==> src/rtl/pcfd_pkg.sv <==
package pcfd_pkg;

  localparam int CHANNELS_DEF     = 2;
  localparam int COUNTER_BITS_DEF = 16;

  localparam int CAP_W   = 16;
  localparam int FREQ_W  = 28;
  localparam int DUTY_W  = 15;
  localparam int CPS_W   = 20;
  localparam int STALE_W = 16;
  localparam int MS_W    = 16;
  localparam int CFG_W   = 20;

  localparam int DUTY_PCT   = 100;
  localparam int PROD_EXTRA = 7;
  localparam int DUTY_FRAC  = 8;

  localparam logic [CPS_W-1:0]   CPS_RESET   = 20'd10000;
  localparam logic [STALE_W-1:0] STALE_RESET = 16'd5000;
  localparam logic [DUTY_W-1:0]  DUTY_FULL   = 15'd25600;
  localparam logic [MS_W-1:0]    MS_MAX      = 16'hFFFF;

  localparam int DIV_W      = FREQ_W;
  localparam int DIV_STEP_W = 5;
  localparam logic [DIV_STEP_W-1:0] FREQ_STEPS = 5'd28;
  localparam logic [DIV_STEP_W-1:0] DUTY_STEPS = 5'd15;

  localparam logic CMD_EDGE = 1'b0;
  localparam logic CMD_TICK = 1'b1;

  localparam logic REG_CPS   = 1'b0;
  localparam logic REG_STALE = 1'b1;

  localparam logic [2:0] OP_IGNORE = 3'd0;
  localparam logic [2:0] OP_TICK   = 3'd1;
  localparam logic [2:0] OP_FALL   = 3'd2;
  localparam logic [2:0] OP_FIRST  = 3'd3;
  localparam logic [2:0] OP_RISE   = 3'd4;

  typedef struct packed {
    logic             cmd;
    logic             channel;
    logic [CAP_W-1:0] capture_time;
  } in_item_t;

  typedef struct packed {
    logic              out_channel;
    logic [FREQ_W-1:0] frequency_q8;
    logic [DUTY_W-1:0] duty_q8;
    logic              duty_stale;
    logic              updated;
  } out_item_t;

  typedef struct packed {
    logic [2:0]       op;
    logic             channel;
    logic [CAP_W-1:0] capture_time;
  } op_t;

  typedef struct packed {
    logic             we;
    logic             index;
    logic [CFG_W-1:0] wdata;
  } cfg_wr_t;

endpackage

==> src/rtl/pwm_capture_frequency_duty_core.sv <==
// PWM input capture: period, frequency and duty for each channel.
//
// Input channel (in_valid / in_stall / in_item): an edge capture carries the
// counter value at that edge; a tick item marks one millisecond for all
// channels. Edges of a channel alternate rising, falling, rising.
// Config port (cfg_we / cfg_index / cfg_wdata): index 0 sets counter ticks per
// second, index 1 the stale timeout in ms. Write only while the block is idle.
// Result channel (out_valid / out_stall / out_item): one result per item, in
// order, with the channel's last frequency and duty.
// Flow: ticks, falling edges and first rising edges go from acceptance through
// an execute state and a report state to a valid result. A measuring rising
// edge with a nonzero period also runs the frequency division and then the duty
// division, both on one shared restoring divider at one quotient bit per cycle;
// the duty division is skipped when no falling edge lies inside the period.
// One item is worked at a time; a two-entry queue ahead keeps taking items.
// A stalled result holds in the output register; the back end waits with the
// next finished result until it is taken, and the input stalls when the
// queue fills. Reset clears all channel state and restores the registers.
module pwm_capture_frequency_duty_core #(
  parameter int CHANNELS     = pcfd_pkg::CHANNELS_DEF,
  parameter int COUNTER_BITS = pcfd_pkg::COUNTER_BITS_DEF
) (
  input  logic                         clk,
  input  logic                         rst_n,
  input  logic                         in_valid,
  output logic                         in_stall,
  input  pcfd_pkg::in_item_t           in_item,
  output logic                         out_valid,
  input  logic                         out_stall,
  output pcfd_pkg::out_item_t          out_item,
  input  logic                         cfg_we,
  input  logic                         cfg_index,
  input  logic [pcfd_pkg::CFG_W-1:0]   cfg_wdata
);
  import pcfd_pkg::*;

  logic    push;
  op_t     push_op;
  logic    full;
  logic    pop;
  logic    pop_valid;
  op_t     pop_op;
  cfg_wr_t cfg;

  assign cfg.we    = cfg_we;
  assign cfg.index = cfg_index;
  assign cfg.wdata = cfg_wdata;

  pcfd_front #(
    .CHANNELS(CHANNELS)
  ) u_front (
    .clk      (clk),
    .rst_n    (rst_n),
    .in_valid (in_valid),
    .in_stall (in_stall),
    .in_item  (in_item),
    .full     (full),
    .push     (push),
    .push_op  (push_op)
  );

  pcfd_fifo u_fifo (
    .clk       (clk),
    .rst_n     (rst_n),
    .push      (push),
    .push_op   (push_op),
    .full      (full),
    .pop       (pop),
    .pop_valid (pop_valid),
    .pop_op    (pop_op)
  );

  pcfd_back #(
    .CHANNELS     (CHANNELS),
    .COUNTER_BITS (COUNTER_BITS)
  ) u_back (
    .clk       (clk),
    .rst_n     (rst_n),
    .cfg       (cfg),
    .op_valid  (pop_valid),
    .op_in     (pop_op),
    .pop       (pop),
    .out_valid (out_valid),
    .out_stall (out_stall),
    .out_item  (out_item)
  );

endmodule

==> src/rtl/pcfd_div.sv <==
module pcfd_div #(
  parameter int COUNTER_BITS = pcfd_pkg::COUNTER_BITS_DEF
) (
  input  logic                                 clk,
  input  logic                                 rst_n,
  input  logic                                 start,
  input  logic [pcfd_pkg::DIV_W-1:0]           n_init,
  input  logic [COUNTER_BITS-1:0]              rem_init,
  input  logic [COUNTER_BITS-1:0]              divisor,
  input  logic [pcfd_pkg::DIV_STEP_W-1:0]      steps,
  output logic                                 busy,
  output logic [pcfd_pkg::DIV_W-1:0]           quot
);
  import pcfd_pkg::*;

  logic [DIV_W-1:0]        n_r;
  logic [COUNTER_BITS-1:0] rem_r;
  logic [COUNTER_BITS-1:0] d_r;
  logic [DIV_STEP_W-1:0]   cnt_r;
  logic                    busy_r;
  logic [COUNTER_BITS:0]   rem_sh;
  logic [COUNTER_BITS:0]   diff;
  logic                    ge;

  assign rem_sh = {rem_r, n_r[DIV_W-1]};
  assign ge     = rem_sh >= {1'b0, d_r};
  assign diff   = rem_sh - {1'b0, d_r};

  always_ff @(posedge clk) begin
    if (!rst_n) begin
      busy_r <= 1'b0;
      cnt_r  <= '0;
    end else if (start) begin
      n_r    <= n_init;
      rem_r  <= rem_init;
      d_r    <= divisor;
      cnt_r  <= steps;
      busy_r <= 1'b1;
    end else if (busy_r) begin
      n_r   <= {n_r[DIV_W-2:0], ge};
      rem_r <= ge ? diff[COUNTER_BITS-1:0] : rem_sh[COUNTER_BITS-1:0];
      cnt_r <= cnt_r - 1'b1;
      if (cnt_r == DIV_STEP_W'(1)) begin
        busy_r <= 1'b0;
      end
    end
  end

  assign busy = busy_r;
  assign quot = n_r;

endmodule

==> src/rtl/pcfd_back.sv <==
module pcfd_back #(
  parameter int CHANNELS     = pcfd_pkg::CHANNELS_DEF,
  parameter int COUNTER_BITS = pcfd_pkg::COUNTER_BITS_DEF
) (
  input  logic                clk,
  input  logic                rst_n,
  input  pcfd_pkg::cfg_wr_t   cfg,
  input  logic                op_valid,
  input  pcfd_pkg::op_t       op_in,
  output logic                pop,
  output logic                out_valid,
  input  logic                out_stall,
  output pcfd_pkg::out_item_t out_item
);
  import pcfd_pkg::*;

  localparam int CH_IDX_W = (CHANNELS > 1) ? $clog2(CHANNELS) : 1;
  localparam int TW = (COUNTER_BITS < CAP_W) ? COUNTER_BITS : CAP_W;
  localparam int PW = COUNTER_BITS + PROD_EXTRA;
  localparam int DW = PW + DUTY_FRAC;

  localparam logic [2:0] S_IDLE   = 3'd0;
  localparam logic [2:0] S_EXEC   = 3'd1;
  localparam logic [2:0] S_FSTART = 3'd2;
  localparam logic [2:0] S_FWAIT  = 3'd3;
  localparam logic [2:0] S_DWAIT  = 3'd4;
  localparam logic [2:0] S_RPT    = 3'd5;

  logic [2:0]              state_r;
  op_t                     op_r;
  logic [COUNTER_BITS-1:0] period_r;
  logic [COUNTER_BITS-1:0] high_r;
  logic                    duty_ok_r;
  logic                    upd_r;
  logic [PW-1:0]           prod_r;
  logic [CPS_W-1:0]        cps_r;
  logic [STALE_W-1:0]      stale_tmo_r;

  logic [COUNTER_BITS-1:0] prev_rise_r [CHANNELS];
  logic [COUNTER_BITS-1:0] falling_r   [CHANNELS];
  logic [CHANNELS-1:0]     fall_seen_r;
  logic [FREQ_W-1:0]       freq_r      [CHANNELS];
  logic [DUTY_W-1:0]       duty_r      [CHANNELS];
  logic [MS_W-1:0]         ms_r        [CHANNELS];

  logic                    out_valid_r;
  out_item_t               out_item_r;

  logic [CH_IDX_W-1:0]     idx;
  logic [COUNTER_BITS-1:0] t_cnt;
  logic [COUNTER_BITS-1:0] period_c;
  logic [COUNTER_BITS-1:0] high_c;
  logic [DW-1:0]           dfull;
  logic                    duty_go;
  logic                    stale;
  out_item_t               res;

  logic                    div_start;
  logic [DIV_W-1:0]        div_n;
  logic [COUNTER_BITS-1:0] div_rem;
  logic [DIV_STEP_W-1:0]   div_steps;
  logic                    div_busy;
  logic [DIV_W-1:0]        div_quot;

  assign idx      = CH_IDX_W'(op_r.channel);
  assign t_cnt    = COUNTER_BITS'(op_r.capture_time[TW-1:0]);
  assign period_c = t_cnt - prev_rise_r[idx];
  assign high_c   = falling_r[idx] - prev_rise_r[idx];
  assign dfull    = {prod_r, {DUTY_FRAC{1'b0}}};
  assign duty_go  = duty_ok_r && (high_r < period_r);
  assign pop      = (state_r == S_IDLE) && op_valid;

  always_comb begin
    div_start = 1'b0;
    div_n     = {cps_r, {DUTY_FRAC{1'b0}}};
    div_rem   = '0;
    div_steps = FREQ_STEPS;
    if (state_r == S_FSTART) begin
      div_start = 1'b1;
    end else if (state_r == S_FWAIT && !div_busy && duty_go) begin
      div_start = 1'b1;
      div_n     = {dfull[DUTY_W-1:0], {(DIV_W-DUTY_W){1'b0}}};
      div_rem   = dfull[DW-1:DUTY_W];
      div_steps = DUTY_STEPS;
    end
  end

  pcfd_div #(
    .COUNTER_BITS(COUNTER_BITS)
  ) u_div (
    .clk      (clk),
    .rst_n    (rst_n),
    .start    (div_start),
    .n_init   (div_n),
    .rem_init (div_rem),
    .divisor  (period_r),
    .steps    (div_steps),
    .busy     (div_busy),
    .quot     (div_quot)
  );

  always_comb begin
    stale           = ms_r[idx] > stale_tmo_r;
    res             = '0;
    res.out_channel = op_r.channel;
    if (op_r.op != OP_IGNORE) begin
      res.frequency_q8 = freq_r[idx];
      res.duty_q8      = stale ? '0 : duty_r[idx];
      res.duty_stale   = stale;
      res.updated      = upd_r;
    end
  end

  always_ff @(posedge clk) begin
    if (!rst_n) begin
      state_r     <= S_IDLE;
      out_valid_r <= 1'b0;
      upd_r       <= 1'b0;
      cps_r       <= CPS_RESET;
      stale_tmo_r <= STALE_RESET;
      fall_seen_r <= '0;
      for (int c = 0; c < CHANNELS; c++) begin
        prev_rise_r[c] <= '0;
        falling_r[c]   <= '0;
        freq_r[c]      <= '0;
        duty_r[c]      <= '0;
        ms_r[c]        <= '0;
      end
    end else begin
      if (cfg.we) begin
        unique case (cfg.index)
          REG_CPS:   cps_r       <= cfg.wdata[CPS_W-1:0];
          REG_STALE: stale_tmo_r <= cfg.wdata[STALE_W-1:0];
          default: ;
        endcase
      end
      if (!out_stall && state_r != S_RPT) begin
        out_valid_r <= 1'b0;
      end
      unique case (state_r)
        S_IDLE: begin
          if (op_valid) begin
            op_r    <= op_in;
            upd_r   <= 1'b0;
            state_r <= S_EXEC;
          end
        end
        S_EXEC: begin
          state_r <= S_RPT;
          unique case (op_r.op)
            OP_TICK: begin
              for (int c = 0; c < CHANNELS; c++) begin
                if (ms_r[c] != MS_MAX) begin
                  ms_r[c] <= ms_r[c] + 1'b1;
                end
              end
            end
            OP_FALL: begin
              falling_r[idx]   <= t_cnt;
              fall_seen_r[idx] <= 1'b1;
              ms_r[idx]        <= '0;
            end
            OP_FIRST: begin
              prev_rise_r[idx] <= t_cnt;
              ms_r[idx]        <= '0;
            end
            OP_RISE: begin
              period_r         <= period_c;
              high_r           <= high_c;
              duty_ok_r        <= fall_seen_r[idx] && (falling_r[idx] != t_cnt);
              prev_rise_r[idx] <= t_cnt;
              ms_r[idx]        <= '0;
              if (period_c != '0) begin
                state_r <= S_FSTART;
              end
            end
            default: ;
          endcase
        end
        S_FSTART: begin
          prod_r  <= PW'(high_r) * PW'(DUTY_PCT);
          state_r <= S_FWAIT;
        end
        S_FWAIT: begin
          if (!div_busy) begin
            freq_r[idx] <= div_quot;
            upd_r       <= 1'b1;
            if (duty_go) begin
              state_r <= S_DWAIT;
            end else begin
              if (duty_ok_r) begin
                duty_r[idx] <= DUTY_FULL;
              end
              state_r <= S_RPT;
            end
          end
        end
        S_DWAIT: begin
          if (!div_busy) begin
            duty_r[idx] <= div_quot[DUTY_W-1:0];
            state_r     <= S_RPT;
          end
        end
        S_RPT: begin
          if (!out_valid_r || !out_stall) begin
            out_valid_r <= 1'b1;
            out_item_r  <= res;
            state_r     <= S_IDLE;
          end
        end
        default: state_r <= S_IDLE;
      endcase
    end
  end

  assign out_valid = out_valid_r;
  assign out_item  = out_item_r;

endmodule

==> src/rtl/pcfd_fifo.sv <==
module pcfd_fifo (
  input  logic          clk,
  input  logic          rst_n,
  input  logic          push,
  input  pcfd_pkg::op_t push_op,
  output logic          full,
  input  logic          pop,
  output logic          pop_valid,
  output pcfd_pkg::op_t pop_op
);
  import pcfd_pkg::*;

  op_t        mem_r [2];
  logic       wr_ptr_r;
  logic       rd_ptr_r;
  logic [1:0] count_r;

  assign full      = count_r == 2'd2;
  assign pop_valid = count_r != 2'd0;
  assign pop_op    = mem_r[rd_ptr_r];

  always_ff @(posedge clk) begin
    if (!rst_n) begin
      wr_ptr_r <= 1'b0;
      rd_ptr_r <= 1'b0;
      count_r  <= 2'd0;
    end else begin
      if (push) begin
        mem_r[wr_ptr_r] <= push_op;
        wr_ptr_r        <= ~wr_ptr_r;
      end
      if (pop) begin
        rd_ptr_r <= ~rd_ptr_r;
      end
      if (push && !pop) begin
        count_r <= count_r + 2'd1;
      end else if (pop && !push) begin
        count_r <= count_r - 2'd1;
      end
    end
  end

endmodule

==> src/rtl/pcfd_front.sv <==
module pcfd_front #(
  parameter int CHANNELS = pcfd_pkg::CHANNELS_DEF
) (
  input  logic               clk,
  input  logic               rst_n,
  input  logic               in_valid,
  output logic               in_stall,
  input  pcfd_pkg::in_item_t in_item,
  input  logic               full,
  output logic               push,
  output pcfd_pkg::op_t      push_op
);
  import pcfd_pkg::*;

  localparam int CH_IDX_W = (CHANNELS > 1) ? $clog2(CHANNELS) : 1;

  logic [CHANNELS-1:0] expect_fall_r;
  logic [CHANNELS-1:0] rise_seen_r;
  logic [CH_IDX_W-1:0] idx;
  logic                ch_ok;
  logic                is_edge;

  assign idx      = CH_IDX_W'(in_item.channel);
  assign ch_ok    = 32'(in_item.channel) < CHANNELS;
  assign is_edge  = ch_ok && (in_item.cmd == CMD_EDGE);
  assign in_stall = full;
  assign push     = in_valid && !full;

  always_comb begin
    push_op.channel      = in_item.channel;
    push_op.capture_time = in_item.capture_time;
    if (!ch_ok) begin
      push_op.op = OP_IGNORE;
    end else if (in_item.cmd == CMD_TICK) begin
      push_op.op = OP_TICK;
    end else if (expect_fall_r[idx]) begin
      push_op.op = OP_FALL;
    end else if (rise_seen_r[idx]) begin
      push_op.op = OP_RISE;
    end else begin
      push_op.op = OP_FIRST;
    end
  end

  always_ff @(posedge clk) begin
    if (!rst_n) begin
      expect_fall_r <= '0;
      rise_seen_r   <= '0;
    end else if (push && is_edge) begin
      expect_fall_r[idx] <= ~expect_fall_r[idx];
      if (!expect_fall_r[idx]) begin
        rise_seen_r[idx] <= 1'b1;
      end
    end
  end

endmodule

==> config.mk <==
export PLATFORM = sky130hd
export DESIGN_NAME = pwm_capture_frequency_duty_core
export DESIGN_NICKNAME = d
export VERILOG_FILES = /design/src/rtl/pcfd_pkg.sv /design/src/rtl/pwm_capture_frequency_duty_core.sv /design/src/rtl/pcfd_div.sv /design/src/rtl/pcfd_back.sv /design/src/rtl/pcfd_fifo.sv /design/src/rtl/pcfd_front.sv
export SDC_FILE = /design/constraint.sdc
export NUM_CORES = 1
export LEC_CHECK = 0
export ABC_AREA = 1
export BUFFER_PORTS_ARGS = -buffer_cell sky130_fd_sc_hd__buf_2
export CORE_MARGIN = 1
export CORE_UTILIZATION = 35
export DETAILED_ROUTE_END_ITERATION = 8
export PLACE_DENSITY = 0.52
export SLEW_MARGIN = 10
export SYNTH_ARGS = -nofsm -noshare
export SYNTH_HDL_FRONTEND = slang
export SYNTH_SLANG_ARGS = --single-unit
==> constraint.sdc <==
create_clock -name clk -period 8.8 [get_ports clk]
set_clock_uncertainty 0.15 [all_clocks]
set_input_delay 0.88 -clock clk [delete_from_list [all_inputs] [get_ports clk]]
set_output_delay 0.88 -clock clk [all_outputs]
set_load 0.01 [all_outputs]
==> flow_summary.ini, run 1 <==
[outcome]
outcome = finished clean

[clock_network]
root_buffer = clkbuf_16
post-cts-setup-buffers = 0
clock_latency_ns = 0.61
cts_buffer_depth = 3
clock-sinks = 459
clk_pin_slew_ns = 0.06
hold_buffers = 0
tritoncts = built
cts_buffers = 51
cts-resized-gates = 0
cts_htree_levels = 2

[final_layout]
final_nets = 2747
nFillCells = 6544
multi_input_area_um2 = 8838
drive_above_1_share_pct = 9.438
diodes = 0
synthToLayoutAreaGrowth_pct = 12.80
stdcell_area_um2 = 26310
regArea_um2 = 12890

[sta]
max_slew_margin_pct = 29.08
tightest_slew_ns = 1.062
fin_crit_ns = 4.128
fmax_mhz = 242.2
fin_crit_sh_pct = 46.91
final.setup.tns_ns = 0
rsz0062_at_grt = false
hold_viol = 0
drv_slew = 0
setup_violations = 0

[routing]
vias = 16290
wl_per_cell_um = 14.83
drc_errors = 0
drt.antenna.violating_nets = 0
drt_iter0_drc = 1199
drt-pass1-iter-count = 5
routed_via_density = 4.709
wirelength_mm = 51.33

[power]
seqPwrFrac_pct = 43.3
p_switching_uw = 1916
combinationalPowerShare_pct = 22.5
leakagePower_uw = 0.01146
p_int_uw = 4305
pwr_density_cell_nw_per_um2 = 236.4
switching_share_pct = 30.80
pwr-share-clk_pct = 34.2
peakVddDrop_v = 0.0001570

[setup_path]
path_class = flop to flop
cp.arrival_ns = 4.48
startpoint_type = flop
path_max_fanout = 68
setup.worst_path.end_class = flop
reg2reg_depth = 22
critPathRequiredTime_ns = 9.15

[grt]
grt_max_degree = 93
track_usage_pct = 15.27
grt_antenna_before_repair = 0
overflow = 0
grt_pass1_vias = 16070
grt_pass1_wl_mm = 83.12

[yosys]
synth.distinct_cells = 53
yosys_warnings = 0
ys_ff_latch = 459
synth_nets = 2664
avgSynthCellArea_um2 = 9.440
ys_seq_area_share_pct = 55.27
synthDominantCellAreaShare_pct = 47.63
synthFlopType = edfxtp_1
netlist_area_um2 = 23330
synthArstFlopShare_pct = 0
synth_area_leaders = edfxtp_1 48%, nand2_1 9.9%, dfxtp_1 7.6%, ha_1 7.2%, inv_1 5.3%
syn_inst = 2471
synth_edf_count = 370
yosys.area.top_type = edfxtp_1

[floorplan]
rows = 94
ios = 92
start_util_pct = 35.42
coreArea_um2 = 65860
chipHeight_um = 260.2
die_area_um2 = 67690
fp.dieW_um = 260.2

[place]
hpwlAfterDp_mm = 37.10
place_area_um2 = 24630
io_buffers = 91
globalplace.congestion = 0.8624

[worst_hold_path]
hold_depth = 0
min_path_type = flop to flop

[job]
max-cap-violations = 0
[power groups by stage]
stage	registers, uW	logic (uW)	clock network [uW]
6_report	2690	1400	2130
4_1_cts	2690	1420	2180
5_1_grt	2710	1610	2260
3_5_place_dp	2740	1410	0
2_1_floorplan	2700	1060	0
3_3_place_gp	2730	1390	0
[state kept, by name, summed over array words and instances, names as in the netlist, 2 cells and up]
signal / flops
u_back.freq_r: 56
u_back.out_item: 46
u_fifo.mem_r: 40
u_back.falling_r: 32
u_back.ms_r: 32
u_back.prev_rise_r: 32
u_back.duty_r: 30
u_back.u_div.quot: 28
u_back.prod_r: 21
u_back.cps_r: 20
u_back.high_r: 16
u_back.period_r: 16
u_back.stale_tmo_r: 16
u_back.t_cnt: 16
u_back.u_div.d_r: 16
u_back.u_div.rem_r: 16
u_back.u_div.cnt_r: 5
u_back.op_r: 3
u_back.state_r: 3
u_back.fall_seen_r: 2
u_fifo.count_r: 2
u_front.expect_fall_r: 2
u_front.rise_seen_r: 2
[through the flow]
stage / hold WS, ns / setup slack (ns) / total power, uW / std cells / utilization [%]
finish: 0.2889 / 4.672 / 6221 / 3460 / 39.95
global route: 0.2780 / 4.254 / 6581 / 3460 / 39.95
CTS: 0.2715 / 4.110 / 6287 / 3460 / 39.93
detailed placement: 0.2795 / 4.120 / 4148 / 3365 / 37.40
global placement: 0.2797 / 4.296 / 4125 / 3365 / 37.40
floorplan: 0.2686 / 4.608 / 3765 / 2471 / -
[worst max-delay path, cell delays in order, from the launching register on]
cell	delay [ns]
edfxtp_1	0.32
buf_4	0.38
inv_2	0.24
buf_4	0.38
or2_2	0.38
o21ai_0	0.15
inv_1	0.15
fa_1	0.45
inv_1	0.09
nand3_1	0.09
nand2_1	0.13
nand3_1	0.10
nand3_1	0.08
nand2_1	0.05
nand2_1	0.08
nand2_1	0.05
nor2_1	0.13
nand3_1	0.16
nand2_1	0.11
nand2_1	0.07
nand2_1	0.07
nand2_1	0.05
a21oi_2	0.13
[cell families (layout without fill, tap and decap cells)]
kind of cell | Yosys count | count (layout) | synth area share, %
and+or+nand+nor | 1051 | 1051 | 18.47
DFF | 459 | 459 | 55.27
buffers and inverters | 415 | 540 | 7.005
AOI/OAI and AO/OA | 312 | 312 | 7.547
adders and majority gates | 149 | 149 | 8.442
xor gates and xnor gates | 70 | 70 | 2.628
muxes | 15 | 15 | 0.6436
[path summary, 6_finish.rpt]
path,startpoint,endpoint,slack (ns)
min reg2reg,u_back.period_r[2]$_DFFE_PP_,u_back.u_div.d_r[2]$_DFFE_PP_,0.29
max,u_back.idx$_DFFE_PP_,u_back.state_r[0]$_SDFFE_PN0P_,4.67
max reg2reg,u_back.idx$_DFFE_PP_,u_back.state_r[0]$_SDFFE_PN0P_,4.67
min,u_back.period_r[2]$_DFFE_PP_,u_back.u_div.d_r[2]$_DFFE_PP_,0.29
[placed cells by master (no fill, tap or decap), types with 3 or more instances in the layout]
| master | synthesis | layout |
|---|---|---|
| a211oi_1 | 4 | 4 |
| a21o_1 | 4 | 4 |
| a21oi_1 | 129 | 129 |
| a21oi_2 | 15 | 15 |
| a31oi_1 | 3 | 3 |
| buf_2 | 15 | 91 |
| buf_4 | 5 | 13 |
| bufinv_16 | 0 | 5 |
| clkbuf_1 | 47 | 14 |
| clkbuf_16 | 0 | 53 |
| clkinv_1 | 0 | 14 |
| clkinv_2 | 0 | 6 |
| dfxtp_1 | 89 | 89 |
| edfxtp_1 | 370 | 370 |
| fa_1 | 14 | 14 |
| ha_1 | 135 | 135 |
| inv_1 | 330 | 330 |
| inv_2 | 11 | 11 |
| mux2i_1 | 15 | 15 |
| nand2_1 | 613 | 612 |
| nand2_2 | 10 | 11 |
| nand3_1 | 71 | 69 |
| nand3_2 | 5 | 7 |
| nand3b_1 | 9 | 9 |
| nand4_1 | 18 | 18 |
| nor2_1 | 276 | 272 |
| nor2_2 | 5 | 8 |
| nor3_1 | 25 | 23 |
| nor3_2 | 5 | 7 |
| nor4_1 | 6 | 6 |
| o211ai_1 | 11 | 11 |
| o21ai_0 | 88 | 88 |
| o21ai_1 | 31 | 31 |
| o21ai_2 | 7 | 7 |
| o21bai_1 | 3 | 3 |
| o31ai_1 | 3 | 3 |
| or2_2 | 3 | 3 |
| xnor2_1 | 16 | 16 |
| xor2_1 | 54 | 54 |
[final cells by class]
class | count | share of cell area, %
clock buffers | 67 | 5.240
clock inverters | 28 | 1.103
inverters | 341 | 4.864
multi-input cells | 1597 | 33.59
flip-flops and latches | 459 | 48.99
well taps | 864 | 4.108
repair buffers | 104 | 2.102
[Yosys cell counts (18+ instances only)]
cell / count
a21oi_1: 129
clkbuf_1: 47
dfxtp_1: 89
edfxtp_1: 370
ha_1: 135
inv_1: 330
nand2_1: 613
nand3_1: 71
nand4_1: 18
nor2_1: 276
nor3_1: 25
o21ai_0: 88
o21ai_1: 31
xor2_1: 54
[routing by layer]
layer,vias up,global-route usage (%),routed length [um]
li1,8302,-,-
met2,321,24.83,23580
met1,7595,21.20,24410
met5,-,0,0
met3,75,2.193,2268
met4,0,4.142,1074
No activity file was read; power rests on OpenSTA's default activity.
==> run 2: changes to the inputs <==
--- a/config.mk
+++ b/config.mk
@@ -10,7 +10,7 @@
 export CORE_MARGIN = 1
 export CORE_UTILIZATION = 35
 export DETAILED_ROUTE_END_ITERATION = 8
-export PLACE_DENSITY = 0.52
+export PLACE_DENSITY = 0.54
 export SLEW_MARGIN = 10
 export SYNTH_ARGS = -nofsm -noshare
 export SYNTH_HDL_FRONTEND = slang
==> constraint.sdc (replaced) <==
create_clock -name clk -period 3.6 [get_ports clk]
set_clock_uncertainty 0.15 [all_clocks]
set_input_delay 0.36 -clock clk [delete_from_list [all_inputs] [get_ports clk]]
set_output_delay 0.36 -clock clk [all_outputs]
set_load 0.01 [all_outputs]
==> flow_summary.ini, run 2 (synthesis gave the netlist of run 1 again) <==
[setup_path]
cp.arrival_ns = 3.70
critical-path-top-delay-family = adder cells
setup.worst_path.end_class = flop
path_max_fanout = 3
crit_buf_inv = 4
critPathRequiredTime_ns = 3.80
slowest_stage = fa_1
path_class = flop to flop
startpoint_type = flop
worstPathCellList = ha_1 -> ha_1 -> inv_1 -> fa_1 -> inv_1 -> ha_1 -> buf_4 -> nand2_1 -> inv_1 -> a21oi_2 -> o21ai_1 -> nand2_1 -> nand2_1 -> a21oi_2 -> o21ai_2 -> nand3_2 -> nand2_1 -> nand2_1 -> nand2_1
critical_path.most_common_cell = nand2_1
crit_path_max_incr_delay_ns = 0.49

[grt]
grt_antenna_before_repair = 0
track_usage_pct = 15.38
grt_max_degree = 78
grt_pass1_wl_mm = 84.50
overflow = 0
grt_pass1_vias = 16550

[final_layout]
diodes = 0
top_register = u_back.freq_r
fin_cells = 3536
final_util_pct = 41.00
drive_above_1_share_pct = 10.89
final_common_cell = nand2_1
final_nets = 2823
nFillCells = 6478
synthToLayoutAreaGrowth_pct = 15.75
largest_reg_flops = 56
stdcell_area_um2 = 27000
layout_common_cells = 613 x nand2_1, 370 x edfxtp_1, 330 x inv_1, 272 x nor2_1, 134 x ha_1

[sta]
fin_crit_sh_pct = 97.17
max_slew_margin_pct = 42.92
worst_slack_ns = 0.1018
drv_slew = 0
rsz0062_at_grt = true
fmax_mhz = 285.9
fin_crit_ns = 3.498
setup_violations = 0
tightest_slew_ns = 0.8541
hold_viol = 0

[clock_network]
cts_buffer_depth = 3
clk_pin_slew_ns = 0.06
root_buffer = clkbuf_16
cts_htree_levels = 2
clock_latency_ns = 0.60
clock-sinks = 459
tritoncts = built
cts_buffers = 50

[routing]
wl_per_cell_um = 14.55
drc_errors = 0
drt-pass1-iter-count = 5
vias = 16490
wirelength_mm = 51.46
drt_iter0_drc = 1048
routed_via_density = 4.664
drt.antenna.violating_nets = 0

[power]
switching_share_pct = 31.16
p_switching_uw = 4721
pwr-share-clk_pct = 32.8
combinationalPowerShare_pct = 23.8
pwr_density_cell_nw_per_um2 = 561.1
seqPwrFrac_pct = 43.4
p_int_uw = 10430
peakVddDrop_v = 0.0004284
leakagePower_uw = 0.01180

[floorplan]
start_util_pct = 35.42
chipHeight_um = 260.2
coreArea_um2 = 65860
rows = 94
fp.dieW_um = 260.2
ios = 92
die_area_um2 = 67690

[outcome]
outcome = finished clean

[place]
place_area_um2 = 24930
globalplace.congestion = 0.8246
dp_cells = 3398
hpwlAfterDp_mm = 37.29
pre_cts_ws_ns = 0.01900
io_buffers = 91

[job]
max-cap-violations = 0

[worst_hold_path]
min_path_type = input pin to flop
run 2: path summary, 6_finish.rpt:
kind | slack [ns] | to | depth (start not counted) | from
worst min register to register | 0.29 | u_back.fall_seen_r[0]$_SDFFE_PN0P_ | 2 | u_back.fall_seen_r[0]$_SDFFE_PN0P_
worst min-delay path | 0.11 | u_back.cps_r[4]$_SDFFE_PN1P_ | 5 | cfg_index
worst max-delay path | 0.10 | u_back.prod_r[19]$_DFFE_PP_ | 19 | u_back.high_r[3]$_DFFE_PP_
worst max register to register | 0.10 | u_back.prod_r[19]$_DFFE_PP_ | 19 | u_back.high_r[3]$_DFFE_PP_
run 2: what timing repair did:
action	4_1_cts	5_1_grt
buffers inserted	0	4
hold endpoints to repair	81	0
gates resized for setup	0	7
endpoints found under the setup margin	0	4
hold buffers	40	0
run 2: tightest hold or removal path, delay by kind of cell:
| kind | cells | cell delay (ns) |
|---|---|---|
| buf+inv | 2 | 0.28 |
| simple gates | 3 | 0.18 |
run 2: power by group through the flow:
stage | Combinational, uW | Clock (uW) | Sequential (uW)
global route | 4120 | 5310 | 6620
floorplan | 2600 | 0 | 6610
CTS | 3620 | 5120 | 6580
finish | 3600 | 4970 | 6570
global placement | 3510 | 0 | 6670
detailed placement | 3570 | 0 | 6680
run 2: area by class of cell:
cell class | count | area (um2) | area share (%)
flip-flops and latches | 459 | 12890 | 47.75
inverters | 341 | 1280 | 4.740
clock buffers | 68 | 1380 | 5.111
multi-input cells | 1597 | 8861 | 32.82
well taps | 864 | 1081 | 4.004
clock inverters | 26 | 226.5 | 0.8387
repair buffers | 181 | 1281 | 4.745
run 2: per-stage QoR:
| step | hold WS, ns | setup TNS, ns | total power, uW |
|---|---|---|---|
| floorplan | 0.2686 | 0 | 9203 |
| detailed placement | 0.2836 | 0 | 10250 |
| CTS | 0.06662 | 0 | 15310 |
| global placement | 0.2806 | 0 | 10180 |
| finish | 0.1098 | 0 | 15150 |
| global route | 0.1141 | -0.08030 | 16040 |
run 2: metal layers:
metal	vias to the layer above	wire length [um]	GRT usage (%)	share of wire (%)
met1	7666	24390	20.68	47
met4	0	1445	5.149	2.8
li1	8454	-	-	-
met3	89	1930	2.164	3.8
met5	-	0	0	0
met2	282	23700	25.38	46
==> run 3: changes to the inputs <==
--- a/config.mk
+++ b/config.mk
@@ -7,10 +7,12 @@
 export LEC_CHECK = 0
 export ABC_AREA = 1
 export BUFFER_PORTS_ARGS = -buffer_cell sky130_fd_sc_hd__buf_2
+export CORE_ASPECT_RATIO = 1.25
 export CORE_MARGIN = 1
 export CORE_UTILIZATION = 35
 export DETAILED_ROUTE_END_ITERATION = 8
 export PLACE_DENSITY = 0.54
+export RECOVER_POWER = 25
 export SLEW_MARGIN = 10
 export SYNTH_ARGS = -nofsm -noshare
 export SYNTH_HDL_FRONTEND = slang
==> flow_summary.ini, run 3 (synthesis gave the netlist of run 1 again) <==
[power]
peakVddDrop_v = 0.0004486
leakagePower_uw = 0.01165
pwr_density_cell_nw_per_um2 = 561.7
total_power_uw = 15140

[job]
max-cap-violations = 0

[sta]
final.setup.tns_ns = 0
max_slew_margin_pct = 25.43
drv_slew = 0
fmax_mhz = 288.5
tightest_slew_ns = 1.119
fin_crit_ns = 3.467
fin_crit_sh_pct = 96.30
rsz0062_at_grt = true
hold_viol = 0
setup_violations = 0

[grt]
grt_pass1_wl_mm = 83.86
track_usage_pct = 15.31
grt_max_degree = 58
overflow = 0
grt_pass1_vias = 16680
grt_antenna_before_repair = 0

[routing]
wl_per_cell_um = 14.71
drt-pass1-iter-count = 5
vias = 16650
drc_errors = 0
wirelength_mm = 51.97
drt.antenna.violating_nets = 0
routed_via_density = 4.712
drt_iter0_drc = 802

[final_layout]
final_nets = 2832
stdcell_area_um2 = 26950
largest_reg_flops = 56
nFillCells = 6427
multi_input_area_um2 = 8864
final_util_pct = 40.95
top_register = u_back.freq_r
diodes = 0
layout_common_cells = 614 x nand2_1, 370 x edfxtp_1, 330 x inv_1, 274 x nor2_1, 133 x ha_1
fin_cells = 3534
regArea_um2 = 12890
synthToLayoutAreaGrowth_pct = 15.53
drive_above_1_share_pct = 8.813
final_common_cell = nand2_1

[setup_path]
cp.arrival_ns = 3.66
path_class = flop to flop
path_max_fanout = 4
reg2reg_depth = 18
critical-path-top-delay-family = adder cells
setup.worst_path.end_class = flop
crit_cells = 18
crit_buf_inv = 2
startpoint_type = flop
critPathRequiredTime_ns = 3.79
slowest_stage = fa_1
crit_path_max_incr_delay_ns = 0.49
worstPathCellList = ha_1 -> ha_1 -> inv_1 -> fa_1 -> inv_1 -> ha_4 -> a21oi_1 -> nand2_1 -> a21oi_2 -> o21ai_1 -> nand2_1 -> nand2_1 -> a21oi_2 -> o21ai_2 -> nand3_1 -> nand2_1 -> nand2_1 -> nand2_1
critical_path.most_common_cell = nand2_1

[place]
io_buffers = 91
place_area_um2 = 25000
globalplace.congestion = 0.8570
dp_cells = 3401
hpwlAfterDp_mm = 38.20

[clock_network]
cts_htree_levels = 2
cts_buffers = 47
tritoncts = built
clock-sinks = 459
clock_latency_ns = 0.61
root_buffer = clkbuf_16
cts_buffer_depth = 3
clk_pin_slew_ns = 0.06

[worst_hold_path]
min_path_type = input pin to flop
hold_depth = 4

[floorplan]
rows = 105
fp.dieW_um = 232.9
die_area_um2 = 67690
start_util_pct = 35.44
coreArea_um2 = 65820
ios = 92
chipHeight_um = 290.6

[outcome]
outcome = finished clean
run 3: worst register-to-register path, stage by stage (launching register included):
cell	delay, ns
edfxtp_1	0.41
ha_1	0.33
ha_1	0.30
inv_1	0.05
fa_1	0.49
inv_1	0.06
ha_4	0.25
a21oi_1	0.12
nand2_1	0.12
a21oi_2	0.20
o21ai_1	0.10
nand2_1	0.07
nand2_1	0.06
a21oi_2	0.17
o21ai_2	0.08
nand3_1	0.10
nand2_1	0.05
nand2_1	0.06
nand2_1	0.04
run 3: path summary, 6_finish.rpt:
path	start	end	slack, ns
setup / recovery	u_back.high_r[2]$_DFFE_PP_	u_back.prod_r[19]$_DFFE_PP_	0.13
hold / removal	in_valid	u_fifo.wr_ptr_r$_SDFFE_PN0P_	0.06
setup reg to reg	u_back.high_r[2]$_DFFE_PP_	u_back.prod_r[19]$_DFFE_PP_	0.13
hold reg to reg	u_back.fall_seen_r[0]$_SDFFE_PN0P_	u_back.fall_seen_r[0]$_SDFFE_PN0P_	0.30
run 3: area by class of cell:
cell class	count	share of cell area (%)
Sequential cell	459	47.84
Inverter	341	4.749
Tap cell	856	3.974
Timing Repair Buffer	193	4.712
Multi-Input combinational cell	1597	32.89
Clock inverter	23	0.9656
Clock buffer	65	4.875
run 3: where the power goes:
group / leakage, uW / total [uW] / internal [uW] / switching (uW)
combinational: 0.00660 / 3670 / 1280 / 2390
clock: 0.000767 / 4910 / 2810 / 2110
sequential: 0.00427 / 6550 / 6340 / 210
total: 0.0116 / 15100 / 10400 / 4710
run 3: timing repair:
action,in CTS,in global routing
setup buffers,1,4
resized for setup,2,7
pin swaps,0,2
setup endpoints to repair,2,5
hold buffers,40,0
endpoints found under the hold margin,85,0
gates cloned,0,0
run 3: metal layers:
metal  vias to the layer above  global-route usage, %  wire length (um)
li1                       8464                      -                 -
met1                      7824                  18.22             22340
met2                       278                  27.95             26370
met3                        87                  2.051              1756
met4                         0                  5.117              1503
met5                         -                      0                 0
run 3: stage by stage:
step	worst slack [ns]	hold slack, ns
5_1_grt	-0.05395	0.06972
2_1_floorplan	0.1525	0.2686
6_report	0.1333	0.06407
4_1_cts	0.02413	0.03713
3_5_place_dp	-0.03954	0.2942
3_3_place_gp	0.0009035	0.2831
